--- config.mk ---
export PLATFORM = sky130hd
export DESIGN_NAME = sliding_box_blur_row
export DESIGN_NICKNAME = d
export VERILOG_FILES = /design/src/hw/rtl/sbb_pkg.sv /design/src/hw/rtl/sbb_ram.sv /design/src/hw/rtl/sbb_div_cell.sv /design/src/hw/rtl/sbb_window.sv /design/src/hw/rtl/sliding_box_blur_row.sv
export SDC_FILE = /design/constraint.sdc
export NUM_CORES = 2
export LEC_CHECK = 0
export BUFFER_PORTS_ARGS = -buffer_cell sky130_fd_sc_hd__buf_2
export CORE_ASPECT_RATIO = 0.9
export CORE_MARGIN = 5
export CORE_UTILIZATION = 30
export CTS_BUF_LIST = sky130_fd_sc_hd__clkbuf_4 sky130_fd_sc_hd__clkbuf_8
export CTS_CLUSTER_DIAMETER = 120
export CTS_CLUSTER_SIZE = 8
export DETAILED_ROUTE_END_ITERATION = 10
export PLACE_DENSITY = 0.55
export SLEW_MARGIN = 0
export SYNTH_ARGS = -nofsm -noshare
export SYNTH_HDL_FRONTEND = slang
export SYNTH_SLANG_ARGS = --single-unit
export TNS_END_PERCENT = 10
--- constraint.sdc ---
create_clock -name clock -period 10 [get_ports clock]
set_clock_uncertainty 0.05 [all_clocks]
set_input_delay 2 -clock clock [delete_from_list [all_inputs] [get_ports clock]]
set_output_delay 2 -clock clock [all_outputs]
set_load 0.03 [all_outputs]
--- src/hw/rtl/sbb_pkg.sv ---
// Shared types, constants and width helpers for the sliding box blur row block.
// No dependencies; the divider cell, window, top level and testbench import it.
package sbb_pkg;

   localparam int CHAN_W       = 8;
   localparam int NUM_CHAN     = 3;
   localparam int PIXEL_W      = CHAN_W * NUM_CHAN;
   localparam int STORE_DEPTH  = 64;
   localparam int STORE_AW     = $clog2(STORE_DEPTH);

   localparam int CFG_WIDTH_W  = 10;
   localparam int CFG_COUNT_W  = 10;
   localparam int CFG_RADIUS_W = 5;
   localparam int CSR_DATA_W   = 10;
   localparam int CSR_INDEX_W  = 2;

   localparam logic [CFG_WIDTH_W-1:0]  RESET_ROW_WIDTH   = 10'd128;
   localparam logic [CFG_COUNT_W-1:0]  RESET_ROW_COUNT   = 10'd64;
   localparam logic [CFG_RADIUS_W-1:0] RESET_BLUR_RADIUS = 5'd2;

   localparam int DEF_MAX_WIDTH  = 512;
   localparam int DEF_MAX_HEIGHT = 512;
   localparam int DEF_MAX_RADIUS = 28;

   typedef enum logic [CSR_INDEX_W-1:0] {
      CSR_ROW_WIDTH   = 2'd0,
      CSR_ROW_COUNT   = 2'd1,
      CSR_BLUR_RADIUS = 2'd2
   } csr_index_type;

   typedef struct packed {
      logic run_last;
      logic frame_end;
      logic row_end;
   } flags_type;

   typedef struct packed {
      logic flushing;
   } status_type;

   // Width of a window sum: up to 2*R+1 pixels of full scale.
   function automatic int sum_width(input int max_radius);
      return $clog2((2 * max_radius + 1) * 255 + 1);
   endfunction

   // Width of a window pixel count, 1 .. 2*R+1.
   function automatic int count_width(input int max_radius);
      return $clog2(2 * max_radius + 2);
   endfunction

endpackage

--- src/hw/rtl/sbb_ram.sv ---
// Generic single-write, single-read RAM with a registered read port.
// A read at the address being written returns the new data. No dependencies.
module sbb_ram #(
   parameter int WIDTH = 24,
   parameter int DEPTH = 64
) (
   input  logic                     clock,
   input  logic                     wr_en,
   input  logic [$clog2(DEPTH)-1:0] wr_addr,
   input  logic [WIDTH-1:0]         wr_data,
   input  logic [$clog2(DEPTH)-1:0] rd_addr,
   output logic [WIDTH-1:0]         rd_data
);

   logic [WIDTH-1:0] mem_ff [0:DEPTH-1];
   logic [WIDTH-1:0] rd_data_ff;

   always_ff @(posedge clock) begin
      if (wr_en) begin
         mem_ff[wr_addr] <= wr_data;
      end
      if (wr_en && (wr_addr == rd_addr)) begin
         rd_data_ff <= wr_data;
      end else begin
         rd_data_ff <= mem_ff[rd_addr];
      end
   end

   assign rd_data = rd_data_ff;

endmodule

--- src/hw/rtl/sbb_div_cell.sv ---
// One cell of the divider chain: settles quotient bit BIT of all three channels.
// Depends on sbb_pkg; instantiated in a row by the top level.
module sbb_div_cell
   import sbb_pkg::*;
#(
   parameter int SW  = 14,
   parameter int NW  = 6,
   parameter int BIT = 7
) (
   input  logic                                clock,
   input  logic                                reset,
   input  logic                                in_valid,
   output logic                                in_ready,
   input  logic [NUM_CHAN-1:0][SW-1:0]         in_rem,
   input  logic [NUM_CHAN-1:0][CHAN_W-1:0]     in_quo,
   input  logic [NW-1:0]                       in_count,
   input  flags_type                           in_flags,
   output logic                                out_valid,
   input  logic                                out_ready,
   output logic [NUM_CHAN-1:0][SW-1:0]         out_rem,
   output logic [NUM_CHAN-1:0][CHAN_W-1:0]     out_quo,
   output logic [NW-1:0]                       out_count,
   output flags_type                           out_flags
);

   localparam int TW = (SW > NW + BIT) ? SW : NW + BIT;

   logic                            valid_ff, valid_in;
   logic [NUM_CHAN-1:0][SW-1:0]     rem_ff, rem_in;
   logic [NUM_CHAN-1:0][CHAN_W-1:0] quo_ff, quo_in;
   logic [NW-1:0]                   count_ff;
   flags_type                       flags_ff;
   logic                            load;
   logic [TW-1:0]                   divisor;
   logic [TW-1:0]                   rem_ext;

   assign in_ready = !valid_ff || out_ready;
   assign load     = in_valid && in_ready;

   always_comb begin
      divisor = TW'(in_count) << BIT;
      rem_in  = in_rem;
      quo_in  = in_quo;
      rem_ext = '0;
      for (int ch = 0; ch < NUM_CHAN; ch++) begin
         rem_ext = TW'(in_rem[ch]);
         if (rem_ext >= divisor) begin
            rem_in[ch]      = SW'(rem_ext - divisor);
            quo_in[ch][BIT] = 1'b1;
         end
      end
      if (load) begin
         valid_in = 1'b1;
      end else if (out_ready) begin
         valid_in = 1'b0;
      end else begin
         valid_in = valid_ff;
      end
   end

   always_ff @(posedge clock) begin
      if (reset) begin
         valid_ff <= 1'b0;
      end else begin
         valid_ff <= valid_in;
      end
      if (load) begin
         rem_ff   <= rem_in;
         quo_ff   <= quo_in;
         count_ff <= in_count;
         flags_ff <= in_flags;
      end
   end

   assign out_valid = valid_ff;
   assign out_rem   = rem_ff;
   assign out_quo   = quo_ff;
   assign out_count = count_ff;
   assign out_flags = flags_ff;

endmodule

--- src/hw/rtl/sbb_window.sv ---
// Window sequencer: configuration registers, pixel store, running sums and the
// emit register that feeds the divider chain. Depends on sbb_pkg and sbb_ram.
module sbb_window
   import sbb_pkg::*;
#(
   parameter int MAX_WIDTH  = DEF_MAX_WIDTH,
   parameter int MAX_HEIGHT = DEF_MAX_HEIGHT,
   parameter int MAX_RADIUS = DEF_MAX_RADIUS,
   parameter int SW         = sum_width(DEF_MAX_RADIUS),
   parameter int NW         = count_width(DEF_MAX_RADIUS)
) (
   input  logic                            clock,
   input  logic                            reset,
   input  logic                            csr_write,
   input  logic [CSR_INDEX_W-1:0]          csr_index,
   input  logic [CSR_DATA_W-1:0]           csr_wdata,
   input  logic                            req_tvalid,
   output logic                            req_tready,
   input  logic [PIXEL_W-1:0]              req_tdata,
   output logic                            emit_valid,
   input  logic                            emit_ready,
   output logic [NUM_CHAN-1:0][SW-1:0]     emit_sum,
   output logic [NW-1:0]                   emit_count,
   output flags_type                       emit_flags,
   output status_type                      status
);

   localparam int CLW = $clog2(MAX_WIDTH);
   localparam int XW  = $clog2(MAX_WIDTH + 64);
   localparam int HW  = $clog2(MAX_HEIGHT + 1);
   localparam int RIW = (MAX_HEIGHT > 1) ? $clog2(MAX_HEIGHT) : 1;

   typedef enum logic {ST_RUN, ST_FLUSH} state_type;

   state_type                   state_ff, state_in;
   logic [CFG_WIDTH_W-1:0]      width_ff, width_in;
   logic [CFG_COUNT_W-1:0]      height_ff, height_in;
   logic [CFG_RADIUS_W-1:0]     radius_ff, radius_in;
   logic [CLW-1:0]              in_col_ff, in_col_in;
   logic [CLW-1:0]              out_col_ff, out_col_in;
   logic [RIW-1:0]              row_ff, row_in;
   logic [NUM_CHAN-1:0][SW-1:0] sum_ff, sum_in;
   logic                        emit_valid_ff, emit_valid_in;
   logic [NUM_CHAN-1:0][SW-1:0] emit_sum_ff, emit_sum_in;
   logic [NW-1:0]               emit_count_ff, emit_count_in;
   flags_type                   emit_flags_ff, emit_flags_in;

   logic [XW-1:0]                   w_eff, x_w, c_w, r_w, lo, hi;
   logic [HW-1:0]                   h_eff;
   logic [CFG_RADIUS_W-1:0]         r_eff;
   logic [NUM_CHAN-1:0][CHAN_W-1:0] pix, old_pix, rd_pix;
   logic [NUM_CHAN-1:0][SW-1:0]     sum_tmp, sum_sub;
   logic [NW-1:0]                   count;
   flags_type                       flags;
   logic                            free, accept, last_in, window_full, row_done;
   logic                            row_last, emit_go, csr_hit;
   logic [STORE_AW-1:0]             rd_addr;
   logic [PIXEL_W-1:0]              rd_data;

   // Effective configuration, out-of-range values folded into range.
   always_comb begin
      if (width_ff == '0) begin
         w_eff = XW'(1);
      end else if (width_ff > MAX_WIDTH) begin
         w_eff = XW'(MAX_WIDTH);
      end else begin
         w_eff = XW'(width_ff);
      end
      if (height_ff == '0) begin
         h_eff = HW'(1);
      end else if (height_ff > MAX_HEIGHT) begin
         h_eff = HW'(MAX_HEIGHT);
      end else begin
         h_eff = HW'(height_ff);
      end
      if (radius_ff > MAX_RADIUS) begin
         r_eff = CFG_RADIUS_W'(MAX_RADIUS);
      end else begin
         r_eff = radius_ff;
      end
   end

   assign pix        = req_tdata;
   assign rd_pix     = rd_data;
   assign free       = !emit_valid_ff || emit_ready;
   assign req_tready = (state_ff == ST_RUN) && free;
   assign accept     = req_tvalid && req_tready;

   assign x_w = XW'(out_col_ff);
   assign c_w = XW'(in_col_ff);
   assign r_w = XW'(r_eff);

   assign last_in     = (c_w + XW'(1)) >= w_eff;
   assign window_full = (x_w + r_w) <= c_w;
   assign row_done    = (x_w + XW'(1)) >= w_eff;
   assign row_last    = (HW'(row_ff) + HW'(1)) >= h_eff;
   assign lo          = (x_w > r_w) ? x_w - r_w : '0;
   assign hi          = ((x_w + r_w) < w_eff) ? x_w + r_w : w_eff - XW'(1);
   assign count       = NW'(hi - lo + XW'(1));

   assign emit_go = (accept && (last_in || window_full)) ||
                    ((state_ff == ST_FLUSH) && free);

   // With no radius the leaving pixel is the one arriving in this beat.
   assign old_pix = (r_eff == '0) ? pix : rd_pix;

   always_comb begin
      for (int ch = 0; ch < NUM_CHAN; ch++) begin
         sum_tmp[ch] = accept ? sum_ff[ch] + SW'(pix[ch]) : sum_ff[ch];
         sum_sub[ch] = (x_w >= r_w) ? sum_tmp[ch] - SW'(old_pix[ch]) : sum_tmp[ch];
      end
      flags.row_end   = row_done;
      flags.frame_end = row_done && row_last;
      flags.run_last  = row_done || ((state_ff == ST_RUN) && !last_in);
   end

   assign csr_hit = csr_write && ((csr_index == CSR_ROW_WIDTH) ||
                                  (csr_index == CSR_ROW_COUNT) ||
                                  (csr_index == CSR_BLUR_RADIUS));

   always_comb begin
      state_in      = state_ff;
      width_in      = width_ff;
      height_in     = height_ff;
      radius_in     = radius_ff;
      in_col_in     = in_col_ff;
      out_col_in    = out_col_ff;
      row_in        = row_ff;
      sum_in        = sum_ff;
      emit_valid_in = emit_valid_ff && !emit_ready;
      emit_sum_in   = emit_sum_ff;
      emit_count_in = emit_count_ff;
      emit_flags_in = emit_flags_ff;

      if (accept) begin
         in_col_in = last_in ? '0 : CLW'(c_w + XW'(1));
         sum_in    = sum_tmp;
         if (last_in && !row_done) begin
            state_in = ST_FLUSH;
         end
      end

      if (emit_go) begin
         emit_valid_in = 1'b1;
         emit_sum_in   = sum_tmp;
         emit_count_in = count;
         emit_flags_in = flags;
         if (row_done) begin
            out_col_in = '0;
            sum_in     = '0;
            row_in     = row_last ? '0 : RIW'(HW'(row_ff) + HW'(1));
            state_in   = ST_RUN;
         end else begin
            out_col_in = CLW'(x_w + XW'(1));
            sum_in     = sum_sub;
         end
      end

      // Any register write restarts the frame.
      if (csr_hit) begin
         case (csr_index)
            CSR_ROW_WIDTH:   width_in  = csr_wdata[CFG_WIDTH_W-1:0];
            CSR_ROW_COUNT:   height_in = csr_wdata[CFG_COUNT_W-1:0];
            CSR_BLUR_RADIUS: radius_in = csr_wdata[CFG_RADIUS_W-1:0];
            default:         width_in  = width_ff;
         endcase
         in_col_in  = '0;
         out_col_in = '0;
         row_in     = '0;
         sum_in     = '0;
         state_in   = ST_RUN;
      end
   end

   // The store is read every cycle at the column that leaves the next window,
   // so the data is ready when that output is emitted.
   assign rd_addr = STORE_AW'(out_col_in) - STORE_AW'(r_eff);

   sbb_ram #(
      .WIDTH (PIXEL_W),
      .DEPTH (STORE_DEPTH)
   ) u_store (
      .clock   (clock),
      .wr_en   (accept),
      .wr_addr (STORE_AW'(in_col_ff)),
      .wr_data (req_tdata),
      .rd_addr (rd_addr),
      .rd_data (rd_data)
   );

   always_ff @(posedge clock) begin
      if (reset) begin
         state_ff      <= ST_RUN;
         width_ff      <= RESET_ROW_WIDTH;
         height_ff     <= RESET_ROW_COUNT;
         radius_ff     <= RESET_BLUR_RADIUS;
         in_col_ff     <= '0;
         out_col_ff    <= '0;
         row_ff        <= '0;
         sum_ff        <= '0;
         emit_valid_ff <= 1'b0;
      end else begin
         state_ff      <= state_in;
         width_ff      <= width_in;
         height_ff     <= height_in;
         radius_ff     <= radius_in;
         in_col_ff     <= in_col_in;
         out_col_ff    <= out_col_in;
         row_ff        <= row_in;
         sum_ff        <= sum_in;
         emit_valid_ff <= emit_valid_in;
      end
      emit_sum_ff   <= emit_sum_in;
      emit_count_ff <= emit_count_in;
      emit_flags_ff <= emit_flags_in;
   end

   assign emit_valid      = emit_valid_ff;
   assign emit_sum        = emit_sum_ff;
   assign emit_count      = emit_count_ff;
   assign emit_flags      = emit_flags_ff;
   assign status.flushing = (state_ff == ST_FLUSH);

endmodule

--- src/hw/rtl/sliding_box_blur_row.sv ---
// Horizontal box blur of an RGB pixel stream, one row at a time.
// Pixels enter on the req_ channel in row order, red in the low byte. Each
// output column is the per-channel floor average of the input columns within
// the blur radius, clipped at the row edges. Results leave on the rsp_
// channel with row_end and frame_end in tuser and tlast on the last result
// caused by an input beat.
// Inside a row one pixel is taken per cycle unless the divider chain stalls;
// output x is emitted with input x+radius. The last pixel of a row emits the
// first trailing output in its own cycle and the remaining radius outputs at
// one per cycle as the chain takes them, during which req_ is not ready. The
// window sequencer's running-sum update limits it to one output per cycle.
// Each result then passes the emit register and an eight-cell divider chain,
// one quotient bit per cell. A stalled receiver holds the last cell; beats
// still enter while earlier cells have room. Reset loads width 128, 64 rows
// and radius 2 and starts a frame; the pixel store needs no clearing pass.
// Register writes through the csr_ port restart the frame; the user is to
// make them only while the block is idle, as the block does not enforce it.
module sliding_box_blur_row
   import sbb_pkg::*;
#(
   parameter int MAX_WIDTH  = DEF_MAX_WIDTH,
   parameter int MAX_HEIGHT = DEF_MAX_HEIGHT,
   parameter int MAX_RADIUS = DEF_MAX_RADIUS
) (
   input  logic                   clock,
   input  logic                   reset,
   input  logic                   csr_write,
   input  logic [CSR_INDEX_W-1:0] csr_index,
   input  logic [CSR_DATA_W-1:0]  csr_wdata,
   input  logic                   req_tvalid,
   output logic                   req_tready,
   input  logic [PIXEL_W-1:0]     req_tdata,   // in_red, in_green, in_blue
   output logic                   rsp_tvalid,
   input  logic                   rsp_tready,
   output logic [PIXEL_W-1:0]     rsp_tdata,   // out_red, out_green, out_blue
   output logic [1:0]             rsp_tuser,   // row_end, frame_end
   output logic                   rsp_tlast
);

   localparam int SW     = sum_width(MAX_RADIUS);
   localparam int NW     = count_width(MAX_RADIUS);
   localparam int STAGES = CHAN_W;

   logic                            valid_st [0:STAGES];
   logic                            ready_st [0:STAGES];
   logic [NUM_CHAN-1:0][SW-1:0]     rem_st   [0:STAGES-1];
   logic [NUM_CHAN-1:0][CHAN_W-1:0] quo_st   [0:STAGES];
   logic [NW-1:0]                   count_st [0:STAGES-1];
   flags_type                       flags_st [0:STAGES];
   status_type                      status;

   sbb_window #(
      .MAX_WIDTH  (MAX_WIDTH),
      .MAX_HEIGHT (MAX_HEIGHT),
      .MAX_RADIUS (MAX_RADIUS),
      .SW         (SW),
      .NW         (NW)
   ) u_window (
      .clock      (clock),
      .reset      (reset),
      .csr_write  (csr_write),
      .csr_index  (csr_index),
      .csr_wdata  (csr_wdata),
      .req_tvalid (req_tvalid),
      .req_tready (req_tready),
      .req_tdata  (req_tdata),
      .emit_valid (valid_st[0]),
      .emit_ready (ready_st[0]),
      .emit_sum   (rem_st[0]),
      .emit_count (count_st[0]),
      .emit_flags (flags_st[0]),
      .status     (status)
   );

   assign quo_st[0] = '0;

   // Restoring divider, most significant quotient bit first.
   for (genvar k = 0; k < STAGES; k++) begin : g_cell
      if (k < STAGES - 1) begin : g_mid
         sbb_div_cell #(
            .SW  (SW),
            .NW  (NW),
            .BIT (STAGES - 1 - k)
         ) u_cell (
            .clock     (clock),
            .reset     (reset),
            .in_valid  (valid_st[k]),
            .in_ready  (ready_st[k]),
            .in_rem    (rem_st[k]),
            .in_quo    (quo_st[k]),
            .in_count  (count_st[k]),
            .in_flags  (flags_st[k]),
            .out_valid (valid_st[k+1]),
            .out_ready (ready_st[k+1]),
            .out_rem   (rem_st[k+1]),
            .out_quo   (quo_st[k+1]),
            .out_count (count_st[k+1]),
            .out_flags (flags_st[k+1])
         );
      end else begin : g_last
         sbb_div_cell #(
            .SW  (SW),
            .NW  (NW),
            .BIT (STAGES - 1 - k)
         ) u_cell (
            .clock     (clock),
            .reset     (reset),
            .in_valid  (valid_st[k]),
            .in_ready  (ready_st[k]),
            .in_rem    (rem_st[k]),
            .in_quo    (quo_st[k]),
            .in_count  (count_st[k]),
            .in_flags  (flags_st[k]),
            .out_valid (valid_st[k+1]),
            .out_ready (ready_st[k+1]),
            .out_rem   (),
            .out_quo   (quo_st[k+1]),
            .out_count (),
            .out_flags (flags_st[k+1])
         );
      end
   end

   assign ready_st[STAGES] = rsp_tready;
   assign rsp_tvalid       = valid_st[STAGES];
   assign rsp_tdata        = quo_st[STAGES];
   assign rsp_tuser        = {flags_st[STAGES].frame_end, flags_st[STAGES].row_end};
   assign rsp_tlast        = flags_st[STAGES].run_last;

   // Entering the row-end flush always comes with a beat issued to the chain.
   a_flush_entry: assert property (@(posedge clock) disable iff (reset)
      $rose(status.flushing) |-> valid_st[0])
      else $error("flush entered without an issued beat");

   // A beat waiting at the head of the chain keeps its contents.
   a_issue_hold: assert property (@(posedge clock) disable iff (reset)
      (valid_st[0] && !ready_st[0]) |=>
         (valid_st[0] && $stable(count_st[0]) && $stable(flags_st[0])))
      else $error("issued beat changed while stalled");

   // The window count that divides the sums is never zero.
   a_count_nonzero: assert property (@(posedge clock) disable iff (reset)
      valid_st[0] |-> (count_st[0] != '0))
      else $error("zero window count issued");

endmodule

; Word-level counts from Yosys, hierarchy flattened
; Memories as Yosys holds them, arrays and structs flattened. A register that Yosys moved wholly into a read port is not among the register bits.
; Index checks and enable logic that the tools add are counted.
[totals]
inputBits = 41
word_cells = 328
ramBits = 1536
memories = 1
out_inout_bits = 29
ff_bits = 623
[memory_table]
columns = name, words, word_bits, read_ports, rd_ports_with_merged_regs, write_ports, line
row1 = u_window.u_store.mem_ff, 64, 24, 1, 1, 1, sbb_ram.sv:15  ; logic [WIDTH-1:0] mem_ff [0:DEPTH-1];
[op_classes]
n_mux = 69
reduce_logical = 61
order_cmp = 34
bitwise_logic = 1
eq_ne = 2
n_addsub = 36
[op_table]
columns = cell, count
row1 = $mux 14, 27
row2 = $mux 42, 3
row3 = $sub 14x8->14, 6
row4 = $add 14x8->14, 3
row5 = $ge 14x10->1, 3
row6 = $ge 14x11->1, 3
row7 = $ge 14x12->1, 3
row8 = $ge 14x13->1, 3
row9 = $ge 14x6->1, 3
row10 = $ge 14x7->1, 3
row11 = $ge 14x8->1, 3
row12 = $ge 14x9->1, 3
row13 = $sub 14x10->14, 3
row14 = $sub 14x11->14, 3
row15 = $sub 14x12->14, 3
row16 = $sub 14x13->14, 3
row17 = $sub 14x7->14, 3
row18 = $sub 14x9->14, 3
row19 = $mux 10, 4
row20 = $add 9x1->10 const B, 3
row21 = $ge 10x10->1, 3
row22 = $mux 9, 3
row23 = $mux 1, 26
row24 = $mux 24, 1
row25 = 25 further kinds, 82

; Longest topological paths before layout
[logic_depth]
depth_word = 17
depth_mapped = 28
ltp_nobuf = 28

; By module
; From an unflattened synthesis, not the netlist that was laid out.
[unflattened]
cells_unflattened = 5955
hier_area_um2 = 99361.5
[by_module_without_submodules]
columns = mod, cells_each, area_per_inst_um2, n_inst, seq_area_each_um2
row1 = sbb_ram, 2592, 58935.3, 1, 46244.4
row2 = sbb_window, 1230, 10923.0, 1, 3453.3
row3 = sbb_div_cell (g_cell[6].g_mid.u_cell), 279, 3829.9, 1, 2272.2
row4 = sbb_div_cell (g_cell[4].g_mid.u_cell), 286, 3804.9, 1, 2272.2
row5 = sbb_div_cell (g_cell[7].g_last.u_cell), 286, 3784.9, 1, 2272.2
row6 = sbb_div_cell (g_cell[5].g_mid.u_cell), 278, 3706.1, 1, 2272.2
row7 = sbb_div_cell (g_cell[2].g_mid.u_cell), 270, 3638.5, 1, 2272.2
row8 = sbb_div_cell (g_cell[3].g_mid.u_cell), 256, 3634.7, 1, 2272.2
row9 = sbb_div_cell (g_cell[0].g_mid.u_cell), 242, 3622.2, 1, 2272.2
row10 = sbb_div_cell (g_cell[1].g_mid.u_cell), 235, 3478.3, 1, 2272.2
row11 = sliding_box_blur_row, 1, 3.8, 1, 0.0

; Worst setup path before layout
; No wires, ideal clock.
[synth_timing]
kind = input port to flip-flop
start = in rsp_tready
end = reg g_cell[6].g_mid.u_cell.count_ff[0], enable pin
arrival_ps = 7316
setup_slack_ps = 2022
n_path_buf = 0
path_stages = 2
path_cell_list = nor2b_1 a21boi_0
[synth_via]
elab_chain_cells = 3
[synth_lines]
columns = item, line
row1 = start: declaration, sliding_box_blur_row.sv:34  ; input logic rsp_tready,
row2 = $logic_or 1x1->1 (2 in series), sbb_div_cell.sv:37  ; assign in_ready = !valid_ff || out_ready;
row3 = $logic_and 1x1->1, sbb_div_cell.sv:38  ; assign load = in_valid && in_ready;
row4 = named net g_cell[6].g_mid.u_cell.load, sbb_div_cell.sv:33  ; logic load;
row5 = end signal: assignment, sbb_div_cell.sv:70  ; count_ff <= in_count;
row6 = end: declaration, sbb_div_cell.sv:31  ; logic [NW-1:0] count_ff;
; The timed path passes the listed nets, and every way through them passes these cells.
; A chain may end at the register's enable or synchronous reset.

==> results.ini <==
[status]
outcome=completed

[setup_path]
crit_family=multiplexers
arrival_ps=7190
cp-start-kind=register
cpMaxStageDelayCell=a2111oi_0
cp_common_cell=mux4_2
crit_path_cell_trace=buf_12, buf_4, mux4_2, mux4_2, mux4_2, mux2i_1, ha_1, inv_1, a21oi_1, o31ai_1, a21oi_1, a2111oi_0, nand4b_1, xnor2_1, a22o_1
end_kind=register
cp.required_ps=10760
critPathKind=reg2reg
crit_fanout=64
slowest_delay_ps=1020
path_buf_inv=3

[synthesis]
synth_top_area_share=0.6676
yosysWarningCount=0
yosys.area.top_type=edfxtp_1
synth.distinct_cells=78
ys_seq_area_frac=0.6915
synth-seq-cells=2165
syn_inst=5267
synth_edf_count=2055
async_flop_share=0
netlist_area_um2=92430
synthTopCellsByArea=edfxtp_1, mux4_2, ha_1
ys.flop_type=edfxtp_1
syn_avg_cell_area_um2=17.55
syn_nets=5607

[timing]
fmax_ghz=0.1557
worstMarginPinSlew_ps=1261
final-setup-viol-count=0
maxSlewHeadroom=0.1577
timing_hold_violations_final=0
tns_ps=0
period_share=0.6423
period_needed_ps=6423
whs_ps=327.9
drv_slew=0
rsz0062_at_grt=false

[finish]
syn2layout_area_growth_pct=11.76
layout.nets=5910
layout_common_cells=edfxtp_1, mux4_2, clkbuf_8
fillerInstances=29072
drive_gt1_frac=0.2131
fin_cells=9731
mostFrequentLayoutCell=edfxtp_1

[global_routing]
grt_max_degree=147
overflow=0
antenna_found_initial=21
grt_pass1_wl_um=345600
first_global_vias=49586
track_usage=0.1464

[floorplan]
core_area_um2=306900
fp.dieH_um=536.6
die-area_um2=319300
start_util=0.3012
die_x_um=595.1
rows=193
ios=70

[clock_network]
postCtsSetupRepairBufs=0
cts_hold_buf=0
cts_resized=0
clk_pin_slew_ps=70
h-tree-depth=5
clockBufferDepth=4
clk_latency_ps=940
cts_sinks=2165
root_buffer=clkbuf_8
cts_tree=built
cts_made_buffers=312

[power]
power.density_nw_per_um2=187.2
p_leak_nw=33.80
finalPower_mw=19.34
vdd_drop_max_mv=0.1335

[drt]
ant_nets=0
drt_iter0_markers=4377
routed-via-count=48818
dr.pass1.iters=5
wl_um=239800
vias_per_cell=5.017
drt-wirelength-per-cell_um=24.64
drc=0

[flow_run]
maxCapViolCount=0

[min_path]
hp-class=reg2reg
worstHoldStart=g_cell[1].g_mid.u_cell.out_rem[30]

[placed_design]
routabilityCongestion=0.8342
io_buffers=69
place_hpwl_um=145800
dp.cells=9351

## path summary, 6_finish.rpt
kind / to / slack (ps) / cells past startpoint
max: u_window.sum_ff[41] / 3580 / 15
min: g_cell[2].g_mid.u_cell.out_rem[30] / 330 / 0
max reg2reg: u_window.sum_ff[41] / 3580 / 15
min reg2reg: g_cell[2].g_mid.u_cell.out_rem[30] / 330 / 0
## report_power, final
part           switching, mW  internal [mW]
registers              0.130           10.1
clock network           3.19           3.01
logic                   1.61           1.32
## cell type report
| type | instances | area (um2) | share of cell area |
|---|---|---|---|
| Timing Repair Buffer | 182 | 1256 | 0.01216 |
| Clock buffer | 358 | 4690 | 0.04540 |
| Multi-Input combinational cell | 2707 | 27420 | 0.2654 |
| Inverter | 202 | 758.2 | 0.007340 |
| Sequential cell | 2165 | 63930 | 0.6189 |
| Tap cell | 4095 | 5124 | 0.04960 |
| Clock inverter | 13 | 101.3 | 0.0009811 |
| Antenna cell | 9 | 22.52 | 0.0002180 |
## metrics by stage
stage	util	worst slack, ps	area (um2)
final	0.3366	3577	103300
after global routing	0.3365	3224	103300
after CTS	0.3365	3482	103300
after detailed placement	0.3209	3111	98490
after global placement	0.3209	3154	98490
after floorplan	-	2022	92430
## kinds of logic (layout without fill, tap and decap cells)
logic type | count (synthesis) | after routing | synth area share
other | 0 | 9 | 0
muxes | 607 | 607 | 0.1344
buffers and inverters | 395 | 755 | 0.01688
and+or+nand+nor | 941 | 941 | 0.04949
DFF | 2165 | 2165 | 0.6915
adders and majority gates | 299 | 299 | 0.04299
xor gates and xnor gates | 240 | 240 | 0.02274
AOI/OAI and AO/OA | 620 | 620 | 0.04200
## state kept, by name, indices dropped and copies added, names as in the netlist, 10 cells and up, named ones only
signal,flops
g_cell.g_last.u_cell.out_quo,24
g_cell.g_mid.u_cell.out_count,42
g_cell.g_mid.u_cell.out_flags,21
g_cell.g_mid.u_cell.out_quo,84
g_cell.g_mid.u_cell.out_rem,294
u_window.emit_sum,42
u_window.height_ff,10
u_window.sum_ff,42
u_window.u_store.mem_ff,1536
u_window.width_ff,10
## synth_stat cells, drive strengths merged (6+ instances only)
cell,count
or2,14
or3,25
a21o,80
clkbuf,125
a21oi,171
edfxtp,2055
o21a,19
a2111oi,7
a31oi,15
o21bai,6
fa,31
nand2b,52
xor2,91
nor2,325
dfxtp,110
o22ai,6
nand3b,11
a22oi,17
inv,200
nand3,64
a21boi,14
or4,15
nor4,41
nand4b,12
ha,268
nand2,195
and2,10
a211oi,25
a211o,11
a22o,22
mux4,504
nor3,53
nor3b,9
xnor2,149
buf,68
and3,11
nor2b,63
o31ai,14
mux2i,68
o211ai,13
nand4,24
mux2,35
o21ai,172
## worst register-to-register path, cell delays in order (launching register included)
cell	delay [ps]
dfxtp_4	710
buf_12	510
buf_4	600
mux4_2	580
mux4_2	590
mux4_2	500
mux2i_1	200
ha_1	280
inv_1	70
a21oi_1	60
o31ai_1	370
a21oi_1	160
a2111oi_0	1020
nand4b_1	240
xnor2_1	190
a22o_1	210
## metal layers
layer	GRT usage	vias to the layer above	wire length (um)
li1	-	21350	-
met1	0.2054	25417	105900
met2	0.2325	1670	111100
met3	0.02692	375	15880
met4	0.04392	6	6811
met5	0	-	37
No activity file was read; power rests on OpenSTA's default activity.
